`src/design/d2p_pkg.sv`:
```
// ----------------------------------------------------------------------------
// Depth pixel to colored point: shared package
// Widths, codes, configuration and command types used across the block.
// ----------------------------------------------------------------------------
`default_nettype none

package d2p_pkg;

  // Default frame limits handed to the top level parameters.
  localparam int unsigned MAX_WIDTH_DEF  = 4096;
  localparam int unsigned MAX_HEIGHT_DEF = 4096;

  // Field widths.
  localparam int unsigned DEPTH_W   = 16;
  localparam int unsigned COLOR_W   = 8;
  localparam int unsigned PACKED_W  = 3 * COLOR_W;
  localparam int unsigned COORD_W   = 40;
  localparam int unsigned Z_W       = 34;
  localparam int unsigned PRIN_W    = 16;
  localparam int unsigned INV_W     = 24;
  localparam int unsigned SCALE_W   = 18;
  localparam int unsigned SIZE_W    = 13;

  // Configuration port.
  localparam int unsigned CFG_DATA_W = 24;
  localparam int unsigned CFG_IDX_W  = 3;

  // Shared multiplier and rounding.
  localparam int unsigned MUL_A_W   = 32;
  localparam int unsigned MUL_B_W   = 24;
  localparam int unsigned MUL_P_W   = MUL_A_W + MUL_B_W;
  localparam int unsigned RND_SHIFT = 28;
  localparam int unsigned RND_W     = MUL_P_W + 1 - RND_SHIFT;
  localparam int unsigned AHI_W     = 24;
  localparam int unsigned Q_W       = 53;

  localparam logic [COORD_W-1:0] POS_LIMIT = {1'b0, {(COORD_W-1){1'b1}}};
  localparam logic [COORD_W-1:0] NEG_LIMIT = {1'b1, {(COORD_W-1){1'b0}}};

  // Reset values of the configuration registers.
  localparam logic [PRIN_W-1:0]  PRINCIPAL_X_RST = 16'd5120;
  localparam logic [PRIN_W-1:0]  PRINCIPAL_Y_RST = 16'd3840;
  localparam logic [INV_W-1:0]   INV_FOCAL_RST   = 24'd31957;
  localparam logic [SCALE_W-1:0] DEPTH_SCALE_RST = 18'd65536;
  localparam logic [SIZE_W-1:0]  WIDTH_RST       = 13'd640;
  localparam logic [SIZE_W-1:0]  HEIGHT_RST      = 13'd480;

  // Register indexes of the configuration port.
  typedef enum logic [CFG_IDX_W-1:0] {
    REG_PRINCIPAL_X  = 3'd0,
    REG_PRINCIPAL_Y  = 3'd1,
    REG_INV_FOCAL_X  = 3'd2,
    REG_INV_FOCAL_Y  = 3'd3,
    REG_DEPTH_SCALE  = 3'd4,
    REG_IMAGE_WIDTH  = 3'd5,
    REG_IMAGE_HEIGHT = 3'd6,
    REG_MONO_MODE    = 3'd7
  } cfg_idx_e;

  // Color input format.
  typedef enum logic {
    CMODE_RGB8  = 1'b0,
    CMODE_MONO8 = 1'b1
  } color_mode_e;

  typedef struct packed {
    logic [PRIN_W-1:0]  principal_x;
    logic [PRIN_W-1:0]  principal_y;
    logic [INV_W-1:0]   inv_focal_x;
    logic [INV_W-1:0]   inv_focal_y;
    logic [SCALE_W-1:0] depth_scale;
    logic [SIZE_W-1:0]  image_width;
    logic [SIZE_W-1:0]  image_height;
    color_mode_e        color_mode;
  } cfg_t;

  // Operand selection of the shared multiplier.
  typedef enum logic [2:0] {
    MUL_NONE,
    MUL_Z,
    MUL_MAG_LO,
    MUL_A_LO,
    MUL_A_HI
  } mul_op_e;

  // Commands from the controller to the datapath.
  typedef struct packed {
    logic    load_in;
    mul_op_e mul_op;
    logic    axis_y;
    logic    rnd_en;
    logic    q_en;
    logic    res_en;
    logic    out_load;
  } cmd_t;

endpackage

`default_nettype wire

```
`src/design/d2p_pixel_if.sv`:
```
// ----------------------------------------------------------------------------
// Depth pixel channel
// One depth sample with its validity flag and its color bytes per word.
// ----------------------------------------------------------------------------
`default_nettype none

interface d2p_pixel_if;
  logic                          valid;
  logic                          ready;
  logic [d2p_pkg::DEPTH_W-1:0]   depth_raw;
  logic                          depth_valid;
  logic [d2p_pkg::COLOR_W-1:0]   red;
  logic [d2p_pkg::COLOR_W-1:0]   green;
  logic [d2p_pkg::COLOR_W-1:0]   blue;

  modport source (output valid, depth_raw, depth_valid, red, green, blue, input ready);
  modport sink   (input valid, depth_raw, depth_valid, red, green, blue, output ready);
endinterface

`default_nettype wire

```
`src/design/d2p_point_if.sv`:
```
// ----------------------------------------------------------------------------
// Colored point channel
// One back-projected point with its packed color and frame marker per word.
// ----------------------------------------------------------------------------
`default_nettype none

interface d2p_point_if;
  logic                                valid;
  logic                                ready;
  logic signed [d2p_pkg::COORD_W-1:0]  point_x;
  logic signed [d2p_pkg::COORD_W-1:0]  point_y;
  logic [d2p_pkg::Z_W-1:0]             point_z;
  logic                                point_valid;
  logic [d2p_pkg::PACKED_W-1:0]        packed_color;
  logic                                frame_end;

  modport source (output valid, point_x, point_y, point_z, point_valid, packed_color,
                  frame_end, input ready);
  modport sink   (input valid, point_x, point_y, point_z, point_valid, packed_color,
                  frame_end, output ready);
endinterface

`default_nettype wire

```
`src/design/d2p_cfg.sv`:
```
// ----------------------------------------------------------------------------
// Configuration registers
// Camera intrinsics, depth scale, frame size and color mode, written by index.
// ----------------------------------------------------------------------------
`default_nettype none

module d2p_cfg (
  input  wire logic                             clk_i,
  input  wire logic                             rst_ni,
  input  wire logic                             cfg_we_i,
  input  wire logic [d2p_pkg::CFG_IDX_W-1:0]    cfg_index_i,
  input  wire logic [d2p_pkg::CFG_DATA_W-1:0]   cfg_wdata_i,
  output d2p_pkg::cfg_t                         cfg_o
);
  import d2p_pkg::*;

  cfg_t cfg_q;

  // Register file with reset values; one register per write.
  always_ff @(posedge clk_i or negedge rst_ni) begin
    if (!rst_ni) begin
      cfg_q.principal_x  <= PRINCIPAL_X_RST;
      cfg_q.principal_y  <= PRINCIPAL_Y_RST;
      cfg_q.inv_focal_x  <= INV_FOCAL_RST;
      cfg_q.inv_focal_y  <= INV_FOCAL_RST;
      cfg_q.depth_scale  <= DEPTH_SCALE_RST;
      cfg_q.image_width  <= WIDTH_RST;
      cfg_q.image_height <= HEIGHT_RST;
      cfg_q.color_mode   <= CMODE_RGB8;
    end else if (cfg_we_i) begin
      case (cfg_idx_e'(cfg_index_i))
        REG_PRINCIPAL_X:  cfg_q.principal_x  <= cfg_wdata_i[PRIN_W-1:0];
        REG_PRINCIPAL_Y:  cfg_q.principal_y  <= cfg_wdata_i[PRIN_W-1:0];
        REG_INV_FOCAL_X:  cfg_q.inv_focal_x  <= cfg_wdata_i[INV_W-1:0];
        REG_INV_FOCAL_Y:  cfg_q.inv_focal_y  <= cfg_wdata_i[INV_W-1:0];
        REG_DEPTH_SCALE:  cfg_q.depth_scale  <= cfg_wdata_i[SCALE_W-1:0];
        REG_IMAGE_WIDTH:  cfg_q.image_width  <= cfg_wdata_i[SIZE_W-1:0];
        REG_IMAGE_HEIGHT: cfg_q.image_height <= cfg_wdata_i[SIZE_W-1:0];
        REG_MONO_MODE:    cfg_q.color_mode   <= color_mode_e'(cfg_wdata_i[0]);
        default: ;
      endcase
    end
  end

  assign cfg_o = cfg_q;

endmodule

`default_nettype wire

```
`src/design/d2p_ctrl.sv`:
```
// ----------------------------------------------------------------------------
// Controller
// Sequences the shared multiplier through z, then the x and y projections,
// and hands the finished point to the output register.
// ----------------------------------------------------------------------------
`default_nettype none

module d2p_ctrl (
  input  wire logic      clk_i,
  input  wire logic      rst_ni,
  input  wire logic      in_valid_i,
  output logic           in_ready_o,
  input  wire logic      out_ready_i,
  output logic           out_valid_o,
  output d2p_pkg::cmd_t  cmd_o
);
  import d2p_pkg::*;

  typedef enum logic [2:0] {
    S_IDLE,
    S_Z,
    S_ML,
    S_MH,
    S_PH,
    S_RQ,
    S_FIN,
    S_OUT
  } state_e;

  state_e state_q;
  logic   axis_q;
  logic   out_valid_q;
  logic   out_free;
  logic   out_load;
  logic   in_fire;

  // The output register is free when empty or when its word leaves now.
  assign out_free   = !out_valid_q || out_ready_i;
  assign out_load   = (state_q == S_OUT) && out_free;
  assign in_ready_o = (state_q == S_IDLE) || out_load;
  assign in_fire    = in_valid_i && in_ready_o;

  // Commands decoded from the current state.
  always_comb begin
    cmd_o          = '0;
    cmd_o.mul_op   = MUL_NONE;
    cmd_o.load_in  = in_fire;
    cmd_o.axis_y   = axis_q;
    cmd_o.out_load = out_load;
    case (state_q)
      S_Z:  cmd_o.mul_op = MUL_Z;
      S_ML: cmd_o.mul_op = MUL_MAG_LO;
      S_MH: cmd_o.mul_op = MUL_A_LO;
      S_PH: begin
        cmd_o.mul_op = MUL_A_HI;
        cmd_o.rnd_en = 1'b1;
      end
      S_RQ:  cmd_o.q_en   = 1'b1;
      S_FIN: cmd_o.res_en = 1'b1;
      default: ;
    endcase
  end

  // State, axis select and output valid.
  always_ff @(posedge clk_i or negedge rst_ni) begin
    if (!rst_ni) begin
      state_q     <= S_IDLE;
      axis_q      <= 1'b0;
      out_valid_q <= 1'b0;
    end else begin
      if (out_load) begin
        out_valid_q <= 1'b1;
      end else if (out_ready_i) begin
        out_valid_q <= 1'b0;
      end
      case (state_q)
        S_IDLE: begin
          if (in_fire) begin
            state_q <= S_Z;
          end
        end
        S_Z: begin
          axis_q  <= 1'b0;
          state_q <= S_ML;
        end
        S_ML: state_q <= S_MH;
        S_MH: state_q <= S_PH;
        S_PH: state_q <= S_RQ;
        S_RQ: state_q <= S_FIN;
        S_FIN: begin
          if (!axis_q) begin
            axis_q  <= 1'b1;
            state_q <= S_ML;
          end else begin
            state_q <= S_OUT;
          end
        end
        S_OUT: begin
          if (out_free) begin
            state_q <= in_fire ? S_Z : S_IDLE;
          end
        end
        default: state_q <= S_IDLE;
      endcase
    end
  end

  assign out_valid_o = out_valid_q;

endmodule

`default_nettype wire

```
`src/design/d2p_dp.sv`:
```
// ----------------------------------------------------------------------------
// Datapath
// Pixel counters, input capture, one shared 32x24 multiplier with its
// operand registers, rounding, saturation and the output register.
// ----------------------------------------------------------------------------
`default_nettype none

module d2p_dp #(
  parameter int unsigned MAX_WIDTH  = d2p_pkg::MAX_WIDTH_DEF,
  parameter int unsigned MAX_HEIGHT = d2p_pkg::MAX_HEIGHT_DEF
) (
  input  wire logic                                clk_i,
  input  wire logic                                rst_ni,
  input  wire d2p_pkg::cfg_t                       cfg_i,
  input  wire d2p_pkg::cmd_t                       cmd_i,
  input  wire logic [d2p_pkg::DEPTH_W-1:0]         depth_raw_i,
  input  wire logic                                depth_valid_i,
  input  wire logic [d2p_pkg::COLOR_W-1:0]         red_i,
  input  wire logic [d2p_pkg::COLOR_W-1:0]         green_i,
  input  wire logic [d2p_pkg::COLOR_W-1:0]         blue_i,
  output logic signed [d2p_pkg::COORD_W-1:0]       point_x_o,
  output logic signed [d2p_pkg::COORD_W-1:0]       point_y_o,
  output logic [d2p_pkg::Z_W-1:0]                  point_z_o,
  output logic                                     point_valid_o,
  output logic [d2p_pkg::PACKED_W-1:0]             packed_color_o,
  output logic                                     frame_end_o
);
  import d2p_pkg::*;

  localparam int unsigned COL_W = $clog2(MAX_WIDTH);
  localparam int unsigned ROW_W = $clog2(MAX_HEIGHT);
  localparam int unsigned POS_W = (COL_W > ROW_W) ? COL_W : ROW_W;
  localparam int unsigned CMP_W = ((POS_W > SIZE_W) ? POS_W : SIZE_W) + 1;
  localparam int unsigned MAG_W = (POS_W + 4 > PRIN_W) ? POS_W + 4 : PRIN_W;
  localparam int unsigned MZH_W = MAG_W + 2;

  // Pixel position counters.
  logic [COL_W-1:0] col_q;
  logic [ROW_W-1:0] row_q;
  logic             last_col;
  logic             last_row;

  // Captured item.
  logic [POS_W-1:0]    pos_x_q;
  logic [POS_W-1:0]    pos_y_q;
  logic [DEPTH_W-1:0]  depth_q;
  logic                dvalid_q;
  logic [PACKED_W-1:0] color_q;
  logic                fend_q;
  logic [PACKED_W-1:0] color_in;

  // Arithmetic registers.
  logic [Z_W-1:0]     z_q;
  logic [MUL_P_W-1:0] t_q;
  logic [MUL_P_W-1:0] plo_q;
  logic [MUL_P_W-1:0] phi_q;
  logic [AHI_W-1:0]   ahi_q;
  logic [RND_W-1:0]   rnd_q;
  logic [Q_W-1:0]     q_q;
  logic               neg_q;
  logic [COORD_W-1:0] res_x_q;
  logic [COORD_W-1:0] res_y_q;

  logic [POS_W-1:0]   pos_sel;
  logic [PRIN_W-1:0]  prin_sel;
  logic [INV_W-1:0]   inv_sel;
  logic [MAG_W-1:0]   pos4;
  logic [MAG_W-1:0]   prin_ext;
  logic               neg;
  logic [MAG_W-1:0]   mag;
  logic [MZH_W-1:0]   mag_zhi;
  logic [MUL_A_W-1:0] mul_a;
  logic [MUL_B_W-1:0] mul_b;
  logic [MUL_P_W-1:0] prod;
  logic [MUL_P_W:0]   rnd_sum;
  logic [AHI_W:0]     ahi_sum;
  logic [Q_W-1:0]     q_sum;
  logic [COORD_W-1:0] sat_val;

  // End of row and end of frame tests.
  assign last_col = (CMP_W'(col_q) + CMP_W'(1) >= CMP_W'(cfg_i.image_width)) ||
                    (col_q >= COL_W'(MAX_WIDTH - 1));
  assign last_row = (CMP_W'(row_q) + CMP_W'(1) >= CMP_W'(cfg_i.image_height)) ||
                    (row_q >= ROW_W'(MAX_HEIGHT - 1));

  always_ff @(posedge clk_i or negedge rst_ni) begin
    if (!rst_ni) begin
      col_q <= '0;
      row_q <= '0;
    end else if (cmd_i.load_in) begin
      if (last_col) begin
        col_q <= '0;
        row_q <= last_row ? '0 : row_q + ROW_W'(1);
      end else begin
        col_q <= col_q + COL_W'(1);
      end
    end
  end

  // Color packing; mono input repeats the grey byte.
  assign color_in = (cfg_i.color_mode == CMODE_MONO8) ? {red_i, red_i, red_i}
                                                      : {red_i, green_i, blue_i};

  // Signed offset of the pixel from the principal point, as sign and magnitude.
  assign pos_sel  = cmd_i.axis_y ? pos_y_q : pos_x_q;
  assign prin_sel = cmd_i.axis_y ? cfg_i.principal_y : cfg_i.principal_x;
  assign inv_sel  = cmd_i.axis_y ? cfg_i.inv_focal_y : cfg_i.inv_focal_x;
  assign pos4     = MAG_W'({pos_sel, 4'b0000});
  assign prin_ext = MAG_W'(prin_sel);
  assign neg      = pos4 < prin_ext;
  assign mag      = neg ? (prin_ext - pos4) : (pos4 - prin_ext);

  // The top two bits of z times the magnitude, by shift and add.
  assign mag_zhi = (z_q[Z_W-1] ? {1'b0, mag, 1'b0} : MZH_W'(0)) +
                   (z_q[Z_W-2] ? MZH_W'(mag) : MZH_W'(0));

  // Shared multiplier operands.
  always_comb begin
    mul_a = '0;
    mul_b = '0;
    case (cmd_i.mul_op)
      MUL_Z: begin
        mul_a = MUL_A_W'(depth_q);
        mul_b = MUL_B_W'(cfg_i.depth_scale);
      end
      MUL_MAG_LO: begin
        mul_a = z_q[MUL_A_W-1:0];
        mul_b = MUL_B_W'(mag);
      end
      MUL_A_LO: begin
        mul_a = t_q[MUL_A_W-1:0];
        mul_b = inv_sel;
      end
      MUL_A_HI: begin
        mul_a = MUL_A_W'(ahi_q);
        mul_b = inv_sel;
      end
      default: ;
    endcase
  end

  assign prod = MUL_P_W'(mul_a) * MUL_P_W'(mul_b);

  // Round to nearest, halves away from zero on the magnitude.
  assign rnd_sum = {1'b0, plo_q} + (MUL_P_W + 1)'(1 << (RND_SHIFT - 1));
  assign ahi_sum = {1'b0, t_q[MUL_P_W-1:MUL_A_W]} + (AHI_W + 1)'(mag_zhi);
  assign q_sum   = Q_W'({phi_q, 4'b0000}) + Q_W'(rnd_q);

  // Saturate to the signed coordinate range and apply the sign.
  always_comb begin
    if (neg_q) begin
      sat_val = (q_q >= Q_W'(NEG_LIMIT)) ? NEG_LIMIT : (COORD_W'(0) - q_q[COORD_W-1:0]);
    end else begin
      sat_val = (q_q > Q_W'(POS_LIMIT)) ? POS_LIMIT : q_q[COORD_W-1:0];
    end
  end

  // Datapath registers.
  always_ff @(posedge clk_i) begin
    if (cmd_i.load_in) begin
      pos_x_q  <= POS_W'(col_q);
      pos_y_q  <= POS_W'(row_q);
      depth_q  <= depth_raw_i;
      dvalid_q <= depth_valid_i;
      color_q  <= color_in;
      fend_q   <= last_col && last_row;
    end
    case (cmd_i.mul_op)
      MUL_Z: z_q <= prod[Z_W-1:0];
      MUL_MAG_LO: begin
        t_q   <= prod;
        neg_q <= neg;
      end
      MUL_A_LO: begin
        plo_q <= prod;
        ahi_q <= ahi_sum[AHI_W-1:0];
      end
      MUL_A_HI: phi_q <= prod;
      default: ;
    endcase
    if (cmd_i.rnd_en) begin
      rnd_q <= rnd_sum[MUL_P_W:RND_SHIFT];
    end
    if (cmd_i.q_en) begin
      q_q <= q_sum;
    end
    if (cmd_i.res_en) begin
      if (cmd_i.axis_y) begin
        res_y_q <= sat_val;
      end else begin
        res_x_q <= sat_val;
      end
    end
    if (cmd_i.out_load) begin
      point_x_o      <= dvalid_q ? res_x_q : COORD_W'(0);
      point_y_o      <= dvalid_q ? res_y_q : COORD_W'(0);
      point_z_o      <= dvalid_q ? z_q : Z_W'(0);
      point_valid_o  <= dvalid_q;
      packed_color_o <= color_q;
      frame_end_o    <= fend_q;
    end
  end

endmodule

`default_nettype wire

```
`src/design/depth_pixel_to_colored_point.sv`:
```
// ----------------------------------------------------------------------------
// Depth pixel to colored point
// Pinhole back-projection of raster-order depth pixels into colored points.
// ----------------------------------------------------------------------------
// Usage:
//   pixel_i takes one depth word per pixel in raster order: raw depth, its
//   validity flag and the color bytes. point_o gives one point word per pixel
//   with x, y, z in Q.16, a valid flag, packed color and an end of frame mark.
//   Registers are written through cfg_we_i, cfg_index_i and cfg_wdata_i; the
//   user must do so only while no word is in flight, as the block does not enforce it.
//   A new pixel is taken in the cycle its predecessor moves into the output
//   register, so the block does not take a new pixel before its last one is
//   done. The pace is set by the single 32x24 multiplier, used seven times per
//   pixel, plus rounding and saturation steps for each axis.
//   While point_o is stalled the finished point waits in the output register;
//   the next pixel is accepted and computed, then held until that register
//   frees up.
//   Reset clears the column and row counters to the first pixel of a frame,
//   empties the output register and loads the default camera registers.
// ----------------------------------------------------------------------------
`default_nettype none

module depth_pixel_to_colored_point #(
  parameter int unsigned MAX_WIDTH  = d2p_pkg::MAX_WIDTH_DEF,
  parameter int unsigned MAX_HEIGHT = d2p_pkg::MAX_HEIGHT_DEF
) (
  input  wire logic                             clk_i,
  input  wire logic                             rst_ni,
  input  wire logic                             cfg_we_i,
  input  wire logic [d2p_pkg::CFG_IDX_W-1:0]    cfg_index_i,
  input  wire logic [d2p_pkg::CFG_DATA_W-1:0]   cfg_wdata_i,
  d2p_pixel_if.sink                             pixel_i,
  d2p_point_if.source                           point_o
);
  import d2p_pkg::*;

  cfg_t cfg;
  cmd_t cmd;

  // Configuration registers.
  d2p_cfg u_cfg (
    .clk_i       (clk_i),
    .rst_ni      (rst_ni),
    .cfg_we_i    (cfg_we_i),
    .cfg_index_i (cfg_index_i),
    .cfg_wdata_i (cfg_wdata_i),
    .cfg_o       (cfg)
  );

  // Sequencer and handshake control.
  d2p_ctrl u_ctrl (
    .clk_i       (clk_i),
    .rst_ni      (rst_ni),
    .in_valid_i  (pixel_i.valid),
    .in_ready_o  (pixel_i.ready),
    .out_ready_i (point_o.ready),
    .out_valid_o (point_o.valid),
    .cmd_o       (cmd)
  );

  // Counters, arithmetic and output register.
  d2p_dp #(
    .MAX_WIDTH  (MAX_WIDTH),
    .MAX_HEIGHT (MAX_HEIGHT)
  ) u_dp (
    .clk_i          (clk_i),
    .rst_ni         (rst_ni),
    .cfg_i          (cfg),
    .cmd_i          (cmd),
    .depth_raw_i    (pixel_i.depth_raw),
    .depth_valid_i  (pixel_i.depth_valid),
    .red_i          (pixel_i.red),
    .green_i        (pixel_i.green),
    .blue_i         (pixel_i.blue),
    .point_x_o      (point_o.point_x),
    .point_y_o      (point_o.point_y),
    .point_z_o      (point_o.point_z),
    .point_valid_o  (point_o.point_valid),
    .packed_color_o (point_o.packed_color),
    .frame_end_o    (point_o.frame_end)
  );

endmodule

`default_nettype wire
```
`src/flat_wrapper.sv`:
```
// flat-port wrapper written by rule: the top's interface ports become plain ports
module depth_pixel_to_colored_point_flat import d2p_pkg::*;
#(
  parameter int unsigned MAX_WIDTH  = d2p_pkg::MAX_WIDTH_DEF,
  parameter int unsigned MAX_HEIGHT = d2p_pkg::MAX_HEIGHT_DEF
)
  (clk_i, rst_ni, cfg_we_i, cfg_index_i, cfg_wdata_i, pixel_i_valid, pixel_i_depth_raw, pixel_i_depth_valid, pixel_i_red, pixel_i_green, pixel_i_blue, pixel_i_ready, point_o_valid, point_o_point_x, point_o_point_y, point_o_point_z, point_o_point_valid, point_o_packed_color, point_o_frame_end, point_o_ready);
  d2p_pixel_if pixel_i_i ();
  d2p_point_if point_o_i ();
  input  wire logic clk_i;
  input  wire logic rst_ni;
  input  wire logic cfg_we_i;
  input  wire logic [d2p_pkg::CFG_IDX_W-1:0] cfg_index_i;
  input  wire logic [d2p_pkg::CFG_DATA_W-1:0] cfg_wdata_i;
  input wire logic [$bits(pixel_i_i.valid)-1:0] pixel_i_valid;
  input wire logic [$bits(pixel_i_i.depth_raw)-1:0] pixel_i_depth_raw;
  input wire logic [$bits(pixel_i_i.depth_valid)-1:0] pixel_i_depth_valid;
  input wire logic [$bits(pixel_i_i.red)-1:0] pixel_i_red;
  input wire logic [$bits(pixel_i_i.green)-1:0] pixel_i_green;
  input wire logic [$bits(pixel_i_i.blue)-1:0] pixel_i_blue;
  output wire logic [$bits(pixel_i_i.ready)-1:0] pixel_i_ready;
  output wire logic [$bits(point_o_i.valid)-1:0] point_o_valid;
  output wire logic [$bits(point_o_i.point_x)-1:0] point_o_point_x;
  output wire logic [$bits(point_o_i.point_y)-1:0] point_o_point_y;
  output wire logic [$bits(point_o_i.point_z)-1:0] point_o_point_z;
  output wire logic [$bits(point_o_i.point_valid)-1:0] point_o_point_valid;
  output wire logic [$bits(point_o_i.packed_color)-1:0] point_o_packed_color;
  output wire logic [$bits(point_o_i.frame_end)-1:0] point_o_frame_end;
  input wire logic [$bits(point_o_i.ready)-1:0] point_o_ready;
  assign pixel_i_i.valid = pixel_i_valid;
  assign pixel_i_i.depth_raw = pixel_i_depth_raw;
  assign pixel_i_i.depth_valid = pixel_i_depth_valid;
  assign pixel_i_i.red = pixel_i_red;
  assign pixel_i_i.green = pixel_i_green;
  assign pixel_i_i.blue = pixel_i_blue;
  assign pixel_i_ready = pixel_i_i.ready;
  assign point_o_valid = point_o_i.valid;
  assign point_o_point_x = point_o_i.point_x;
  assign point_o_point_y = point_o_i.point_y;
  assign point_o_point_z = point_o_i.point_z;
  assign point_o_point_valid = point_o_i.point_valid;
  assign point_o_packed_color = point_o_i.packed_color;
  assign point_o_frame_end = point_o_i.frame_end;
  assign point_o_i.ready = point_o_ready;
  depth_pixel_to_colored_point #(.MAX_WIDTH(MAX_WIDTH), .MAX_HEIGHT(MAX_HEIGHT)) u_core (.clk_i(clk_i), .rst_ni(rst_ni), .cfg_we_i(cfg_we_i), .cfg_index_i(cfg_index_i), .cfg_wdata_i(cfg_wdata_i), .pixel_i(pixel_i_i), .point_o(point_o_i));
endmodule
```
`config.mk`:
```
export PLATFORM = sky130hd
export DESIGN_NAME = depth_pixel_to_colored_point_flat
export DESIGN_NICKNAME = d
export VERILOG_FILES = /design/src/design/d2p_pkg.sv /design/src/design/d2p_pixel_if.sv /design/src/design/d2p_point_if.sv /design/src/design/d2p_cfg.sv /design/src/design/d2p_ctrl.sv /design/src/design/d2p_dp.sv /design/src/design/depth_pixel_to_colored_point.sv /design/src/flat_wrapper.sv
export SDC_FILE = /design/constraint.sdc
export NUM_CORES = 2
export LEC_CHECK = 0
export BUFFER_PORTS_ARGS = -buffer_cell sky130_fd_sc_hd__buf_2
export CAP_MARGIN = 20
export CORE_AREA = 2 2 598 303
export DETAILED_ROUTE_END_ITERATION = 16
export DIE_AREA = 0 0 600 305
export PLACE_DENSITY_LB_ADDON = 0.15
export SETUP_SLACK_MARGIN = 0.1
export SLEW_MARGIN = 20
export SYNTH_ARGS = -nofsm -noshare
export SYNTH_HDL_FRONTEND = slang
export SYNTH_SLANG_ARGS = --single-unit
```
`constraint.sdc`:
```
create_clock -name clk_i -period 28.5 [get_ports clk_i]
set_input_delay 1.425 -clock clk_i [delete_from_list [all_inputs] [get_ports clk_i]]
set_output_delay 1.425 -clock clk_i [all_outputs]
set_load 0.005 [all_outputs]
```
==> metrics.txt <==
post-CTS sizing 0; async set-reset flop share out of synthesis between 20% and 30%; Critical Path Start u_core.u_ctrl.axis_q$_DFFE_PN0P_; number of buffers created by CTS 74; clk_skew around 0.056 ns; P&R area growth vs syn 12.30%; number of synthesized register bits 715; Vias approximately 40000; DIE HEIGHT 305 um; Clock Sinks 715; Worst path most repeated cell fa_1; Crit Path Max Fanout 56; Root Driver clkbuf_16; Final min period 13.38 ns; core area around 180000 um2; final period utilization 46.96%; Least-Margin Pin Slew 1.217 ns; WL/cell about 25 um; Rows between 100 and 150; # port buffers between 200 and 250; fill count 17860; antenna viol nets, final 0; CTS Hold Buffers Added 0; Reg clk slew, reported paths 0.06 ns; GRT Residual Overflow 0; Slew HR between 10% and 20%; sequential-to-total area share from yosys stat 36.72%; Synthesis Warnings 0; Synth Net Count around 6400; Placer Congestion 0.9507; synth top area cells edfxtp_1, fa_1, ha_1; WP data arrival between 10 and 15 ns; maximum clock path buffer count 3; worst-skew pair later-pin latency roughly 0.70 ns; Initial Util a little under a third; Yosys cell types between 70 and 80; Die Wd 600 um; DP HPWL roughly 160 mm; final WL 199.8 mm; Max Cap Viol 0; Post-Syn Area about 56000 um2; Via density around 4.9; Peak Freq roughly 75 MHz; HP Class flop to flop; CTS tree yes; Die ar. about 180000 um2; Setup CP Type flop to flop; primary flip-flop cell chosen by synthesis mapping edfxtp_1; I/O pins between 200 and 250; NumNets Final ~6500; setup bufs post-CTS 0; most frequent cells in the layout inv_1, fa_1, nand2_1, edfxtp_1, nor2_1; run status finished, final reports clean; final setup fails 0; most common cell after layout, fill and taps aside inv_1; pin count of the biggest net entering global routing between 70 and 80; Setup crit start kind flop; top-area cell type share of the netlist area roughly 30%; Worst path max stage delay just over 0.9 ns; Worst EP required approximately 29 ns; final slew viol count 0; Worst Setup End Kind flop; post-synthesis area per instance about 11 um2; TritonRoute pass-1 iters 6; reg2reg start u_core.u_ctrl.axis_q$_DFFE_PN0P_; Hold Startpoint u_core.u_dp.color_q[13]$_DFFE_PP_; CTS H-tree depth 3; Post-synth EDFFs between 500 and 600; CP max-delay cell a31oi_1; first-pass GRT wire length around 290 mm; unrepaired setup endpoints after global routing no; vias in the first global route 39337; initial antenna violation count 19; Initial DRC Count 3935; largest area contributor in the netlist edfxtp_1; TNS Setup 0 ns; Residual DRC 0; cell count after synthesis about 5300; Final Hold Viols 0; total track usage a little over a fifth; layout cells sized above 1 around an eighth
-- routing by layer --
| layer | global-route usage (%) | share of wire [%] | up-vias | routed length, um |
|---|---|---|---|---|
| li1 | - | - | 17535 | - |
| met1 | 35.61 | 51 | 20178 | 101700 |
| met2 | 25.61 | 35 | 1605 | 69020 |
| met3 | 10.18 | 13 | 159 | 26170 |
| met4 | 3.266 | 1.5 | 6 | 2924 |
| met5 | 0 | 0.017 | - | 33 |
-- cell type report --
class / instances / area (um2) / area share [%]
Multi-Input combinational cell: 3453 / 31640 / 49.88
Tap cell: 2408 / 3013 / 4.750
Clock inverter: 38 / 521.8 / 0.8225
Clock buffer: 100 / 2012 / 3.172
Sequential cell: 715 / 20740 / 32.70
Antenna cell: 6 / 15.01 / 0.02367
Inverter: 933 / 3505 / 5.525
Timing Repair Buffer: 335 / 1982 / 3.124
-- flip-flops by register name, indices dropped and copies added (netlist names), 40 cells and up --
name / flops
u_core.u_dp.t_q: 56
u_core.u_dp.point_y_o: 40
u_core.u_dp.q_q: 53
u_core.u_dp.res_y_q: 40
u_core.u_cfg.cfg_o: 125
u_core.u_dp.res_x_q: 40
u_core.u_dp.phi_q: 49
u_core.u_dp.point_x_o: 40
-- Yosys cell counts (12+ instances only) --
master      n
inv_1     933
fa_1      676
nand2_1   675
edfxtp_1  561
nor2_1    455
ha_1      285
clkbuf_1  191
and2_1    157
mux2_2    137
dfrtp_1   121
o21ai_0   119
xnor2_1   116
a21oi_1   102
a21o_1     79
xor2_1     64
nand4_1    51
mux2i_1    43
nor3_1     43
nand2b_1   42
nand3_1    39
dfstp_2    33
and3_1     30
and4_1     23
a221o_1    22
o21bai_1   22
o311ai_0   20
a22oi_1    18
nor2b_1    18
a31oi_1    17
buf_1      17
nor4_1     16
o21a_1     12
or2_2      12
-- through the flow --
stage | utilization (%) | worst slack [ns] | instances | hold WS (ns) | cell area, um2
2_1_floorplan | - | 16.80 | 5316 | 0.4003 | 56490
3_3_place_gp | 34.14 | 15.53 | 7843 | 0.4001 | 60850
3_5_place_dp | 34.15 | 15.44 | 7844 | 0.4045 | 60870
4_1_cts | 35.58 | 15.43 | 7982 | 0.4158 | 63410
5_1_grt | 35.58 | 14.50 | 7983 | 0.4225 | 63420
6_report | 35.59 | 15.12 | 7988 | 0.4183 | 63430
-- worst max-delay path: cells and delay by family (launching register included) --
kind,cells,cell delay (ns)
adders and majority gates,9,4.43
AOI/OAI and AO/OA,13,3.78
muxes,1,0.31
and+or+nand+nor,5,1.40
buffers and inverters,9,2.20
xor gates and xnor gates,2,0.49
DFF,1,0.44
-- cells by family after synthesis --
| kind of cell | share of synthesized area (%) |
|---|---|
| adders and majority gates | 30.27 |
| buffers and inverters | 7.644 |
| muxes | 3.493 |
| and+or+nand+nor | 12.94 |
| xor gates and xnor gates | 2.791 |
| DFF | 36.72 |
| AOI/OAI and AO/OA | 6.138 |
-- final timing paths --
check,to,slack [ns],cells after the start
min in group asynchronous,u_core.u_cfg.cfg_o[91]$_DFFE_PN0P_,0.72,1
min,u_core.u_dp.packed_color_o[13]$_DFFE_PP_,0.42,0
max reg2reg,u_core.u_dp.t_q[54]$_DFFE_PN_,15.12,39
min reg2reg,u_core.u_dp.packed_color_o[13]$_DFFE_PP_,0.42,0
max in group asynchronous,u_core.u_ctrl.axis_q$_DFFE_PN0P_,25.86,3
max,u_core.u_dp.t_q[54]$_DFFE_PN_,15.12,39
Power is left out: the tool's default activity adds up to more than one toggle a clock period on the data nets, which glitch-free logic cannot reach.
